**config.mk**
```make
export PLATFORM = sky130hd
export DESIGN_NAME = size_class_coefficient_encoder_core
export DESIGN_NICKNAME = d
export VERILOG_FILES = /design/src/rtl/core/sccenc_pkg.sv /design/src/rtl/core/size_class_coefficient_encoder_core.sv
export SDC_FILE = /design/constraint.sdc
export NUM_CORES = 1
export LEC_CHECK = 0
export ABC_AREA = 1
export BUFFER_PORTS_ARGS = -buffer_cell sky130_fd_sc_hd__buf_2
export CAP_MARGIN = 20
export CORE_MARGIN = 3
export CORE_UTILIZATION = 60
export DETAILED_ROUTE_END_ITERATION = 16
export HOLD_SLACK_MARGIN = 0.15
export PLACE_DENSITY_LB_ADDON = 0.05
export RECOVER_POWER = 25
export SETUP_SLACK_MARGIN = 0.15
export SLEW_MARGIN = 20
export SYNTH_ARGS = -nofsm -noshare
export SYNTH_HDL_FRONTEND = slang
export SYNTH_SLANG_ARGS = --single-unit
export TNS_END_PERCENT = 100
```
**constraint.sdc**
```tcl
create_clock -name clk -period 3.6 [get_ports clk]
set_input_delay 0.18 -clock clk [delete_from_list [all_inputs] [get_ports clk]]
set_output_delay 0.18 -clock clk [all_outputs]
set_load 0.1 [all_outputs]
```
**src/rtl/core/sccenc_pkg.sv**
```systemverilog
// Shared types and constants for the size-class coefficient encoder.
// No dependencies; imported by size_class_coefficient_encoder_core.
`timescale 1ns / 1ps

package sccenc_pkg;

	// Sequencer states, one-hot
	typedef enum logic [5:0] {
		ST_IDLE = 6'b000001,
		ST_DIV  = 6'b000010,
		ST_LOAD = 6'b000100,
		ST_HDR  = 6'b001000,
		ST_CODE = 6'b010000,
		ST_PAD  = 6'b100000
	} state_t;

	// Configuration register indexes
	localparam logic REG_MODULUS = 1'b0;
	localparam logic REG_VLEN    = 1'b1;

	// Register reset values
	localparam logic [15:0] MODULUS_RST = 16'd65535;
	localparam logic [15:0] VLEN_RST    = 16'd256;

	// Stream framing
	localparam int          SREG_W   = 40;
	localparam logic [5:0]  HDR_BITS = 6'd40;
	localparam logic [3:0]  MAX_WORDS = 4'd8;

	// Size-class limits and offsets
	localparam logic [15:0] CLS0_MAX = 16'd3;
	localparam logic [15:0] CLS1_MAX = 16'd15;
	localparam logic [15:0] CLS2_MAX = 16'd255;
	localparam logic [15:0] CLS1_OFF = 16'd4;
	localparam logic [15:0] CLS2_OFF = 16'd16;
	localparam logic [15:0] CLS3_OFF = 16'd256;

	localparam logic [1:0]  CLS0 = 2'd0;
	localparam logic [1:0]  CLS1 = 2'd1;
	localparam logic [1:0]  CLS2 = 2'd2;
	localparam logic [1:0]  CLS3 = 2'd3;

endpackage

```
**src/rtl/core/size_class_coefficient_encoder_core.sv**
```systemverilog
// Size-class coefficient encoder: serial modulo, prefix coding and MSB-first byte packing.
// Depends on sccenc_pkg.
// Sequence: accept, bit-serial division, load, a 40-bit header (first coefficient of a vector only),
//   4 to 18 code bits at one bit per cycle unless the output stalls, and a pad step at vector end.
// A new coefficient is not taken until the current one is fully packed; the bit-serial divider
//   and the one-bit-per-cycle packer set the pace, which slows while the output stalls.
// Reset: asynchronous, active low; modulus 65535, vector length 256, packer empty.
`timescale 1ns / 1ps

module size_class_coefficient_encoder_core
	import sccenc_pkg::*;
(
	input  logic        clk,
	input  logic        arst_n,
	// configuration
	input  logic        cfg_we,
	input  logic        cfg_index,
	input  logic [15:0] cfg_wdata,
	// coefficient input
	input  logic        in_valid,
	output logic        in_stall,
	input  logic [15:0] coefficient,
	// byte output
	output logic        out_valid,
	input  logic        out_stall,
	output logic [7:0]  out_byte,
	output logic        last
);

	state_t             state_q;
	logic [15:0]        modulus_q;
	logic [15:0]        vlen_q;
	logic [15:0]        seen_q;
	logic [15:0]        dvd_q;
	logic [15:0]        rem_q;
	logic [3:0]         div_cnt_q;
	logic [4:0]         w_q;
	logic [SREG_W-1:0]  sreg_q;
	logic [5:0]         bits_left_q;
	logic [6:0]         acc_q;
	logic [2:0]         pcnt_q;
	logic [3:0]         words_q;
	logic               out_valid_q;
	logic [7:0]         out_byte_q;
	logic               last_q;

	logic [15:0]        m1;
	logic [16:0]        div_r;
	logic               div_ge;
	logic [17:0]        code;
	logic [5:0]         code_n;
	logic [15:0]        off3;
	logic               is_end;
	logic               take;
	logic               step_en;
	logic               shifting;
	logic               emit;
	logic               cur_bit;
	logic               final_bit;
	logic [7:0]         pad_byte;

	assign in_stall  = (state_q != ST_IDLE);
	assign out_valid = out_valid_q;
	assign out_byte  = out_byte_q;
	assign last      = last_q;

	// divider step and class-3 width scan
	assign m1     = modulus_q - 16'd1;
	assign div_r  = {rem_q, dvd_q[15]};
	assign div_ge = (div_r >= {1'b0, modulus_q});

	// size class and offset, left-aligned in an 18-bit code word
	always_comb begin
		off3   = rem_q - CLS3_OFF;
		code   = '0;
		code_n = 6'd4;
		if (rem_q <= CLS0_MAX) begin
			code   = {CLS0, rem_q[1:0], 14'd0};
			code_n = 6'd4;
		end else if (rem_q <= CLS1_MAX) begin
			code   = {CLS1, 4'(rem_q - CLS1_OFF), 12'd0};
			code_n = 6'd6;
		end else if (rem_q <= CLS2_MAX) begin
			code   = {CLS2, 8'(rem_q - CLS2_OFF), 8'd0};
			code_n = 6'd10;
		end else begin
			code   = {CLS3, 16'(off3 << (5'd16 - w_q))};
			code_n = 6'(w_q) + 6'd2;
		end
	end

	// packer handshake terms
	assign is_end    = ((seen_q + 16'd1) == vlen_q);
	assign take      = out_valid_q && !out_stall;
	assign step_en   = !((pcnt_q == 3'd7) && out_valid_q && out_stall);
	assign shifting  = (state_q == ST_HDR) || (state_q == ST_CODE);
	assign cur_bit   = sreg_q[SREG_W-1];
	assign final_bit = (state_q == ST_CODE) && (bits_left_q == 6'd1);
	assign pad_byte  = 8'({acc_q, 1'b0} << (3'd7 - pcnt_q));

	// a word enters the output register: full byte from the packer or the padded tail
	assign emit = (shifting && step_en && (pcnt_q == 3'd7)) ||
		((state_q == ST_PAD) && (pcnt_q != 3'd0) && (words_q != MAX_WORDS) &&
		(!out_valid_q || !out_stall));

	// configuration registers
	always_ff @(posedge clk or negedge arst_n) begin
		if (!arst_n) begin
			modulus_q <= MODULUS_RST;
			vlen_q    <= VLEN_RST;
		end else if (cfg_we) begin
			unique case (cfg_index)
				REG_MODULUS: modulus_q <= cfg_wdata;
				REG_VLEN:    vlen_q    <= cfg_wdata;
				default:     ;
			endcase
		end
	end

	// sequencer, divider, packer and output word register
	always_ff @(posedge clk or negedge arst_n) begin
		if (!arst_n) begin
			state_q     <= ST_IDLE;
			seen_q      <= '0;
			dvd_q       <= '0;
			rem_q       <= '0;
			w_q         <= '0;
			sreg_q      <= '0;
			acc_q       <= '0;
			pcnt_q      <= '0;
			words_q     <= '0;
			out_valid_q <= 1'b0;
			out_byte_q  <= '0;
			last_q      <= 1'b0;
			div_cnt_q   <= '0;
			bits_left_q <= '0;
		end else begin
			if (emit)
				out_valid_q <= 1'b1;
			else if (take)
				out_valid_q <= 1'b0;

			unique case (state_q) inside
				ST_IDLE: begin
					if (in_valid) begin
						dvd_q     <= coefficient;
						rem_q     <= '0;
						w_q       <= '0;
						div_cnt_q <= '0;
						words_q   <= '0;
						state_q   <= ST_DIV;
					end
				end

				ST_DIV: begin
					rem_q     <= div_ge ? 16'(div_r - {1'b0, modulus_q}) : div_r[15:0];
					dvd_q     <= {dvd_q[14:0], 1'b0};
					if (m1[div_cnt_q])
						w_q <= 5'(div_cnt_q) + 5'd1;
					div_cnt_q <= div_cnt_q + 4'd1;
					if (div_cnt_q == 4'd15)
						state_q <= ST_LOAD;
				end

				ST_LOAD: begin
					if (seen_q == 16'd0) begin
						sreg_q      <= {vlen_q, modulus_q, 3'd0, w_q};
						bits_left_q <= HDR_BITS;
						state_q     <= ST_HDR;
					end else begin
						sreg_q      <= {code, 22'd0};
						bits_left_q <= code_n;
						state_q     <= ST_CODE;
					end
				end

				ST_HDR, ST_CODE: begin
					if (step_en) begin
						// one bit into the packer
						if (pcnt_q == 3'd7) begin
							out_byte_q  <= {acc_q, cur_bit};
							last_q      <= final_bit && is_end;
							words_q     <= words_q + 4'd1;
							acc_q       <= '0;
							pcnt_q      <= '0;
						end else begin
							acc_q  <= {acc_q[5:0], cur_bit};
							pcnt_q <= pcnt_q + 3'd1;
						end
						if ((bits_left_q == 6'd1) && (state_q == ST_HDR)) begin
							// header done, code word follows
							sreg_q      <= {code, 22'd0};
							bits_left_q <= code_n;
							state_q     <= ST_CODE;
						end else begin
							sreg_q      <= {sreg_q[SREG_W-2:0], 1'b0};
							bits_left_q <= bits_left_q - 6'd1;
							if (bits_left_q == 6'd1) begin
								if (is_end) begin
									seen_q  <= '0;
									state_q <= ST_PAD;
								end else begin
									seen_q  <= seen_q + 16'd1;
									state_q <= ST_IDLE;
								end
							end
						end
					end
				end

				ST_PAD: begin
					// flush a partial word, if any, with zero fill, marked last, unless MAX_WORDS words were sent
					if (pcnt_q != 3'd0 && words_q != MAX_WORDS) begin
						if (!out_valid_q || !out_stall) begin
							out_byte_q  <= pad_byte;
							last_q      <= 1'b1;
							acc_q       <= '0;
							pcnt_q      <= '0;
							state_q     <= ST_IDLE;
						end
					end else begin
						acc_q   <= '0;
						pcnt_q  <= '0;
						state_q <= ST_IDLE;
					end
				end

				default: state_q <= ST_IDLE;
			endcase
		end
	end

endmodule
```
==> results.py, run 1 <==
metrics = {
    "outcome": {
        "status": "finished, violations left",
        "violations": "capacitance limit, slew limit",
    },
    "sta": {
        "slew_headroom_pct": -69.6,
        "worstMarginPinSlew_ps": 2540,
        "min_period_ps": 2980,
        "finalCritPeriodShare_pct": 82.8,
        "timing.hold.ws_ps": 197,
        "rsz0062_at_grt": "false",
        "clock_skew_ps": 11.6,
        "finalMaxSlewViolations": 101,
        "finalSetupViolCount": 0,
        "max_freq_mhz": 335,
        "hold_violations": 0,
        "fin_tns_setup_ps": 0,
    },
    "pwr": {
        "seq_power_share_pct": 31.3,
        "swShare_pct": 46.3,
        "p_int_mw": 4.93,
        "total_power_mw": 9.18,
        "peakVddDrop_mv": 0.512,
        "power.leakage_nw": 5.79,
        "power_frac_clock_pct": 20.6,
        "combinationalPowerShare_pct": 48.1,
        "powerDensity_nw_per_um2": 755,
        "switchingPower_mw": 4.25,
    },
    "grt": {
        "grt_pass1_vias": 9693,
        "grt-ovfl-total": 0,
        "grt_usage_pct": 30.2,
        "grt_max_degree": 102,
        "grt_pass1_wl_um": 48600,
        "antenna_found_initial": 0,
    },
    "cts": {
        "clock_latency_ps": 430,
        "cts-root-buf": "clkbuf_16",
        "cts.path.max_buffers": 2,
        "cts_tree": "yes",
        "clk_pin_slew_ps": 70,
        "cts_num_sinks": 165,
        "cts_resized": 0,
        "htreeDepth": 4,
        "numCtsBuffers": 17,
    },
    "yosys": {
        "yosys.area_share.xor_xnor_pct": 3.63,
        "netlist_area_um2": 10800,
        "yosysMostFrequentCell": "nand2_1",
        "ys.warnings.count": 0,
        "synth_top_family_by_area": "simple AND/OR/NAND/NOR gates",
        "synth_top_area_share_pct": 34.2,
        "avgSynthCellArea_um2": 7.18,
        "synth_edf_count": 0,
        "yosys.area_share.simple_pct": 25.9,
        "synthAdderAreaFrac_pct": 4.25,
        "synth_cell_types": 53,
        "synth_compound_area_share_pct": 18.8,
        "synth_ff_type": "dfrtp_1",
        "netlist_top_cells_area": "dfrtp_1, nand2_1, o21ai_0",
        "synth_commonest_cells": "nand2_1, inv_1, o21ai_0",
        "synthMuxAreaShare_pct": 0.279,
        "synth_seq_area_share_pct": 38.6,
        "ys_ff_latch": 165,
        "syn_inst": 1499,
        "async_reset_ff_share_pct": 100,
        "synth_nets": 1573,
        "yosysTopAreaCell": "dfrtp_1",
    },
    "detailed_routing": {
        "drc": 0,
        "ant_nets": 0,
        "routedWlPerCell_um": 16.2,
        "totalWireLength_um": 29200,
        "num_vias": 10385,
        "viasPerCell": 5.77,
        "drt_iter0_drc": 1161,
        "first_pass_iters": 5,
    },
    "critical_path": {
        "crit_buf_inv": 1,
        "worst-path-max-fanout": 30,
        "slowest_stage": "dfstp_2",
        "critical-path-top-delay-family": "simple AND/OR/NAND/NOR gates",
        "critPathRequiredTime_ps": 3900,
        "cp_common_cell": "nand2_1",
        "cp.arrival_ps": 3280,
        "crit_path_end_kind": "flop",
        "cp-start-kind": "flop",
        "criticalPathCategory": "reg -> reg",
        "slowest_delay_ps": 600,
        "worstPathCellList": "inv_1 > ha_1 > nand2_1 > nor2_1 > nand3_1 > nand3_1 > nand2_1 > nand2_1 > nand2_1 > nand2_1 > o21ai_0 > o21ai_0 > o22ai_1",
    },
    "floorplanning": {
        "start_util_pct": 61.8,
        "dieArea_um2": 19600,
        "core-area_um2": 17400,
        "die_height_um": 140,
        "io_pins": 49,
        "row_count": 48,
        "fp.dieW_um": 140,
    },
    "layout": {
        "regArea_um2": 4150,
        "utilization_pct": 69.8,
        "multi_input_area_um2": 5700,
        "fill_cells": 1494,
        "diodes": 0,
        "syn_to_final_growth_pct": 13.0,
        "nNetsFinal": 1635,
        "drive_gt1_share_pct": 9.21,
    },
    "placed_design": {
        "gp_congestion": 0.924,
        "dp_hpwl_um": 21000,
        "port_buffers": 48,
    },
    "run": {
        "drv_cap": 1,
    },
    "min_path": {
        "hold_class": "in -> reg",
    },
}
metal layers:
metal	wire [um]	track usage (%)	up-vias	part of all wire, %
met3	2250	5.05	55	7.7
met1	13300	44.4	4809	46
met5	0	0	-	0
met4	596	8.36	0	2.0
li1	-	-	5089	-
met2	13000	46.7	432	45
kinds of logic (layout without fill, tap and decap cells):
family | after synthesis | after routing
muxes | 3 | 3
AOI/OAI and AO/OA | 350 | 350
DFF | 165 | 165
buffers and inverters | 240 | 315
and+or+nand+nor | 662 | 662
xor gates and xnor gates | 43 | 43
adders and majority gates | 36 | 36
sequential cells by signal, summed over array words and instances, names as in the netlist:
signal,count
dvd_q,16
div_cnt_q,4
vlen_q,16
words_q,4
pcnt_q,3
out_byte,8
sreg_q,40
w_q,5
seen_q,16
last,1
acc_q,7
modulus_q,16
rem_q,16
out_valid,1
state_q,6
bits_left_q,6
worst paths after layout:
path	cells after the start	start	endpoint	slack (ps)
setup / recovery	13	modulus_q[10]$_DFFE_PN1P_	rem_q[2]$_DFFE_PN0P_	620
min in group asynchronous	2	arst_n	rem_q[10]$_DFFE_PN0P_	1020
hold / removal	4	in_valid	words_q[2]$_DFFE_PN0P_	200
max in group asynchronous	2	arst_n	sreg_q[13]$_DFFE_PN0P_	1030
setup reg to reg	13	modulus_q[10]$_DFFE_PN1P_	rem_q[2]$_DFFE_PN0P_	620
hold reg to reg	2	out_byte[3]$_DFFE_PN0P_	out_byte[3]$_DFFE_PN0P_	490
placed cells by master, fill, tap and decap left out, types with 8 or more instances in the layout:
cell,count
o21ai_0,172
a22oi_1,17
xnor2_1,13
nand4_1,30
nand3_1,68
inv_1,172
dfrtp_1,147
nor2_1,130
clkbuf_16,17
nor3_1,15
nand2_1,387
dfstp_2,18
dlygate4sd3_1,34
o211ai_1,19
ha_1,35
buf_4,18
xor2_1,29
buf_2,46
a21oi_1,78
o22ai_1,8
a221oi_1,16
what timing repair did:
action                    4_1_cts  5_1_grt
setup buffers                   0        0
hold endpoints to repair      131        0
hold buffers                   34        0
per-stage QoR:
stage                     area [um^2]  setup slack [ps]  instances
after global placement          11200               753       1733
after global routing            12200               310       1799
after floorplan                 10800              1130       1499
final                           12200               618       1799
after CTS                       12200               681       1799
after detailed placement        11200               682       1733
power by group through the flow:
stage | registers, mW | logic, mW | clock network [mW]
3_5_place_dp | 2.88 | 4.28 | 0
6_report | 2.87 | 4.41 | 1.90
2_1_floorplan | 2.68 | 3.35 | 0
3_3_place_gp | 2.87 | 4.26 | 0
5_1_grt | 2.93 | 5.00 | 2.00
4_1_cts | 2.85 | 4.34 | 1.92
tightest hold or removal path: cells and delay by family:
kind	cells	cell delay, ps
buf+inv	2	170
simple gates	2	230
cell type report:
class	instances	share of cell area, %
repair buffers	101	6.04
flip-flops and latches	165	34.1
multi-input cells	1094	46.9
clock inverters	13	1.33
clock buffers	19	3.64
inverters	182	5.62
well taps	225	2.32
(Power assumes the default switching activity.)
==> inputs of run 2 (changes only) <==
==> constraint.sdc (replaced) <==
create_clock -name clk -period 3.05 [get_ports clk]
set_input_delay 0.1525 -clock clk [delete_from_list [all_inputs] [get_ports clk]]
set_output_delay 0.1525 -clock clk [all_outputs]
set_load 0.1 [all_outputs]
==> run 2 against run 1 <==
  * The run still ends with capacitance limit, slew limit left
  * Die area did not move
  * Cell area rose by 0.53%
  * Core utilization rose by 0.37 points
  * Non-clock buffer count rose by 6
  * Critical endpoint is now sreg_q[22]$_DFFE_PN0P_
  * Largest power group unchanged
  * Highest routed layer unchanged
==> results.py, run 2 (synthesis gave the netlist of run 1 again) <==
metrics = {
    "outcome": {
        "status": "finished, violations left",
        "violations": "capacitance limit, slew limit",
    },
    "layout": {
        "nNetsFinal": 1641,
        "final_cell_count_no_fill": 1805,
        "syn_to_final_growth_pct": 13.6,
        "largest_reg_flops": 40,
        "diodes": 0,
        "final_common_cell": "nand2_1",
        "drive_gt1_share_pct": 9.62,
        "top_register": "sreg_q",
        "final_cell_mix": "nand2_1, inv_1, o21ai_0",
    },
    "pwr": {
        "power.leakage_nw": 5.82,
        "peakVddDrop_mv": 0.664,
        "powerDensity_nw_per_um2": 894,
    },
    "cts": {
        "htreeDepth": 4,
        "clk_pin_slew_ps": 70,
        "numCtsBuffers": 17,
        "cts_tree": "yes",
        "cts.path.max_buffers": 2,
        "cts-root-buf": "clkbuf_16",
        "cts_num_sinks": 165,
        "clock_latency_ps": 440,
    },
    "floorplanning": {
        "die_height_um": 140,
        "fp.dieW_um": 140,
        "start_util_pct": 61.8,
        "core-area_um2": 17400,
        "dieArea_um2": 19600,
        "io_pins": 49,
        "row_count": 48,
    },
    "sta": {
        "rsz0062_at_grt": "false",
        "max_freq_mhz": 374,
        "hold_violations": 0,
        "finalCritPeriodShare_pct": 87.7,
        "worst_slack_ps": 376,
        "fin_tns_setup_ps": 0,
        "clock_skew_ps": 11.9,
        "slew_headroom_pct": -26.5,
        "min_period_ps": 2670,
        "finalMaxSlewViolations": 70,
        "finalSetupViolCount": 0,
        "worstMarginPinSlew_ps": 1900,
    },
    "placed_design": {
        "pre_cts_slack_ps": 319,
        "dp_hpwl_um": 21400,
        "dp.cells": 1739,
        "gp_congestion": 0.980,
        "port_buffers": 48,
    },
    "critical_path": {
        "crit_path_end_kind": "flop",
        "cp.arrival_ps": 3040,
        "crit_buf_inv": 2,
        "critical-path-top-delay-family": "simple AND/OR/NAND/NOR gates",
        "critPathRequiredTime_ps": 3410,
        "slowest_stage": "dfstp_2",
        "slowest_delay_ps": 570,
        "worst-path-max-fanout": 8,
        "criticalPathCategory": "reg -> reg",
        "worstPathCellList": "nor2_1 > inv_1 > nor2_1 > nand2_1 > nand2_1 > inv_1 > nand2_1 > nand2_2 > nand3_1 > nor2_2 > nand3_1 > a21oi_1",
        "cp-start-kind": "flop",
        "cp_common_cell": "nand2_1",
    },
    "run": {
        "drv_cap": 1,
    },
    "detailed_routing": {
        "ant_nets": 0,
        "viasPerCell": 5.77,
        "drc": 0,
        "first_pass_iters": 7,
        "totalWireLength_um": 29600,
        "drt_iter0_drc": 861,
        "num_vias": 10413,
        "routedWlPerCell_um": 16.4,
    },
    "grt": {
        "gr-max-usage-layer": "met2",
        "grt-ovfl-total": 0,
        "grt_pass1_wl_um": 48900,
        "antenna_found_initial": 0,
        "grt_pass1_vias": 9746,
        "met3_usage_pct": 5.53,
        "grt_max_degree": 72,
        "grt_usage_pct": 30.6,
        "grt_util_met2_pct": 49.0,
        "grtUsageMet1_pct": 43.0,
    },
    "min_path": {
        "hold_class": "in -> reg",
    },
}
[run 2: changes by cell type in the layout (fill, tap and decap cells not counted), sizes merged]
cell | previous run | this run
inv | 183 | 185
clkbuf | 21 | 20
bufinv | 2 | 0
buf | 65 | 70
clkinv | 9 | 11
[run 2: repair_timing]
action                                  4_1_cts  5_1_grt
endpoints found under the hold margin       107        0
hold buffers                                 34        0
endpoints found under the setup margin        0       14
resized for setup                             0        3
buffers inserted                              0        0
[run 2: final cells by class]
cell class | instances | area [um^2]
clock buffers | 17 | 425
clock inverters | 15 | 156
well taps | 225 | 282
fillers | 1494 | 5190
flip-flops and latches | 165 | 4150
repair buffers | 107 | 816
inverters | 182 | 683
multi-input cells | 1094 | 5710
[run 2: worst paths after layout]
check                           depth (start not counted)  slack [ps]                     from                 endpoint
worst max-delay path                                   12         380   state_q[0]$_DFFE_PN1P_   sreg_q[22]$_DFFE_PN0P_
max in group asynchronous                               3        1040                   arst_n   state_q[0]$_DFFE_PN1P_
worst min register to register                          2         490  out_byte[3]$_DFFE_PN0P_  out_byte[3]$_DFFE_PN0P_
worst min-delay path                                    4         170                 in_valid   words_q[2]$_DFFE_PN0P_
worst max register to register                         12         380   state_q[0]$_DFFE_PN1P_   sreg_q[22]$_DFFE_PN0P_
min in group asynchronous                               2         750                   arst_n     rem_q[8]$_DFFE_PN0P_
[run 2: stage by stage]
step           total power, mW  utilization (%)  area [um^2]  hold WS [ps]
2_1_floorplan             7.11                -        10800          -143
3_3_place_gp              8.49             64.9        11300           228
3_5_place_dp              8.61             64.9        11300           218
4_1_cts                   10.8             70.2        12200           167
5_1_grt                   11.8             70.2        12200           203
6_report                  10.9             70.2        12200           174
[run 2: power by group]
group | total, mW | switching [mW] | internal [mW] | leakage [nW]
Sequential | 3.37 | 0.567 | 2.80 | 2.03
Clock | 2.15 | 1.05 | 1.09 | 0.285
Combinational | 5.42 | 3.55 | 1.87 | 3.51
Total | 10.9 | 5.17 | 5.77 | 5.82
[run 2: routing by layer]
| metal | up-vias | wire length, um |
|---|---|---|
| li1 | 5105 | - |
| met1 | 4887 | 13400 |
| met2 | 359 | 13700 |
| met3 | 62 | 1870 |
| met4 | 0 | 662 |
| met5 | - | 0 |
[run 2: worst reg2reg max path, cell delays in order, from the launching register on]
cell	delay, ps
dfstp_2	570
nor2_1	60
inv_1	70
nor2_1	60
nand2_1	80
nand2_1	200
inv_1	230
nand2_1	150
nand2_2	190
nand3_1	250
nor2_2	290
nand3_1	230
a21oi_1	210
==> inputs of run 3 (changes only) <==
--- a/config.mk
+++ b/config.mk
@@ -11,6 +11,7 @@
 export CORE_MARGIN = 3
 export CORE_UTILIZATION = 60
 export DETAILED_ROUTE_END_ITERATION = 16
+export GPL_TIMING_DRIVEN = 0
 export HOLD_SLACK_MARGIN = 0.15
 export PLACE_DENSITY_LB_ADDON = 0.05
 export RECOVER_POWER = 25
==> run 3 against run 2 <==
  * Non-clock buffer count rose by 39
  * Clock skew barely moved
  * Largest cell class unchanged
  * Cell area is 1.2% higher
  * Critical path depth decreased by 1
  * Critical path type unchanged
  * First-iteration DRC count grew 28%
  * Combinational power grew 0.7%
  * Sequential power barely moved
  * Hold slack improved by 120 ps
  * Die area unchanged
  * Register-to-register slack got worse by 70 ps
  * The run still ends with capacitance limit, slew limit left
  * Sequential share of layout area is 0.40 points lower
==> results.py, run 3 (synthesis gave the netlist of run 1 again) <==
metrics = {
    "pwr": {
        "peakVddDrop_mv": 0.610,
        "powerDensity_nw_per_um2": 892,
        "power.leakage_nw": 5.85,
    },
    "sta": {
        "worstMarginPinSlew_ps": 1690,
        "timing.hold.ws_ps": 295,
        "worst_slack_ps": 311,
        "finalSetupViolCount": 0,
        "clock_skew_ps": 11.6,
        "finalCritPeriodShare_pct": 89.8,
        "min_period_ps": 2740,
        "hold_violations": 0,
        "finalMaxSlewViolations": 65,
        "rsz0062_at_grt": "false",
        "slew_headroom_pct": -12.8,
        "max_freq_mhz": 365,
    },
    "grt": {
        "grt_pass1_wl_um": 50500,
        "grt-ovfl-total": 0,
        "grt_max_degree": 102,
        "antenna_found_initial": 0,
        "grt_pass1_vias": 10098,
        "grt_usage_pct": 31.8,
    },
    "cts": {
        "cts-root-buf": "clkbuf_16",
        "clk_pin_slew_ps": 70,
        "cts_tree": "yes",
        "numCtsBuffers": 17,
        "clock_latency_ps": 450,
        "cts.path.max_buffers": 2,
        "cts_num_sinks": 165,
        "htreeDepth": 4,
    },
    "critical_path": {
        "slowest_delay_ps": 440,
        "worst-path-max-fanout": 10,
        "r2r.worst_path.cells": 11,
        "criticalPathCategory": "reg -> reg",
        "crit_path_end_kind": "flop",
        "critPathRequiredTime_ps": 3410,
        "cp.arrival_ps": 3100,
        "worstPathCellList": "clkinvlp_4 > ha_1 > clkinv_1 > clkbuf_1 > o21ai_0 > nand2_1 > nand3_1 > nand2_1 > a21oi_1 > o21ai_1 > a21oi_1",
        "slowest_stage": "ha_1",
        "cp-start-kind": "flop",
    },
    "placed_design": {
        "dp.cells": 1773,
        "port_buffers": 48,
        "gp_congestion": 1.00,
        "dp_hpwl_um": 22300,
        "pre_cts_slack_ps": 41.1,
    },
    "detailed_routing": {
        "routedWlPerCell_um": 16.8,
        "first_pass_iters": 5,
        "totalWireLength_um": 31000,
        "ant_nets": 0,
        "drc": 0,
        "num_vias": 10767,
        "viasPerCell": 5.84,
        "drt_iter0_drc": 1101,
    },
    "min_path": {
        "hold_class": "in -> reg",
        "holdPathStages": 4,
    },
    "layout": {
        "largest_reg_flops": 40,
        "final_common_cell": "nand2_1",
        "fill_cells": 1484,
        "diodes": 0,
        "final_cell_count_no_fill": 1844,
        "nNetsFinal": 1680,
        "final_cell_mix": "nand2_1, inv_1, o21ai_0",
        "syn_to_final_growth_pct": 14.9,
        "multi_input_area_um2": 5730,
        "drive_gt1_share_pct": 9.26,
        "top_register": "sreg_q",
        "regArea_um2": 4150,
    },
    "floorplanning": {
        "row_count": 48,
        "fp.dieW_um": 140,
        "core-area_um2": 17400,
        "die_height_um": 140,
        "io_pins": 49,
        "dieArea_um2": 19600,
        "start_util_pct": 61.8,
    },
    "outcome": {
        "violations": "capacitance limit, slew limit",
        "status": "finished, violations left",
    },
    "run": {
        "drv_cap": 1,
    },
}
## run 3: worst max-delay path: cells and delay by family, from the launching register on
family	cells	cell delay (ps)
AOI/OAI and AO/OA	4	880
adders and majority gates	1	440
buffers and inverters	3	730
DFF	1	390
and+or+nand+nor	3	210
## run 3: area by class of cell
cell class,count,share of cell area (%)
clock inverter,15,1.43
tap,225,2.28
inverter,182,5.55
multi-input combinational,1094,46.4
sequential,165,33.6
timing repair buffer,90,5.43
clock buffer,17,3.44
buffer,56,1.92
## run 3: repair_timing
item / 4_1_cts / 5_1_grt
gates resized for setup: 1 / 19
pin swaps: 0 / 0
hold endpoints to repair: 114 / 0
hold buffers: 39 / 0
setup buffers: 0 / 2
endpoints found under the setup margin: 14 / 29
## run 3: metrics by stage
step / total power [mW] / util, % / instance area (um^2) / TNS [ps]
3_5_place_dp: 8.50 / 65.0 / 11300 / 0
4_1_cts: 10.8 / 70.7 / 12300 / 0
6_report: 11.0 / 71.0 / 12400 / 0
3_3_place_gp: 8.39 / 64.8 / 11300 / -98820
2_1_floorplan: 7.11 / - / 10800 / 0
5_1_grt: 11.9 / 71.0 / 12400 / 0
## run 3: routing by layer
layer | up-vias | wire length (um) | GRT usage [%]
li1 | 5202 | - | -
met1 | 5078 | 13600 | 43.4
met2 | 408 | 14200 | 50.7
met3 | 79 | 2280 | 7.20
met4 | 0 | 977 | 10.7
met5 | - | 0 | 0
## run 3: power breakdown
part / switching [mW] / internal [mW]
Sequential: 0.556 / 2.80
Combinational: 3.62 / 1.83
Clock: 1.10 / 1.11
## run 3: worst paths after layout
kind	from	endpoint	slack (ps)
min in group asynchronous	arst_n	rem_q[12]$_DFFE_PN0P_	660
setup reg to reg	w_q[0]$_DFFE_PN0P_	sreg_q[30]$_DFFE_PN0P_	310
hold / removal	cfg_index	vlen_q[13]$_DFFE_PN0P_	300
setup / recovery	w_q[0]$_DFFE_PN0P_	sreg_q[30]$_DFFE_PN0P_	310
hold reg to reg	out_byte[0]$_DFFE_PN0P_	out_byte[0]$_DFFE_PN0P_	490
max in group asynchronous	arst_n	modulus_q[14]$_DFFE_PN1P_	1160
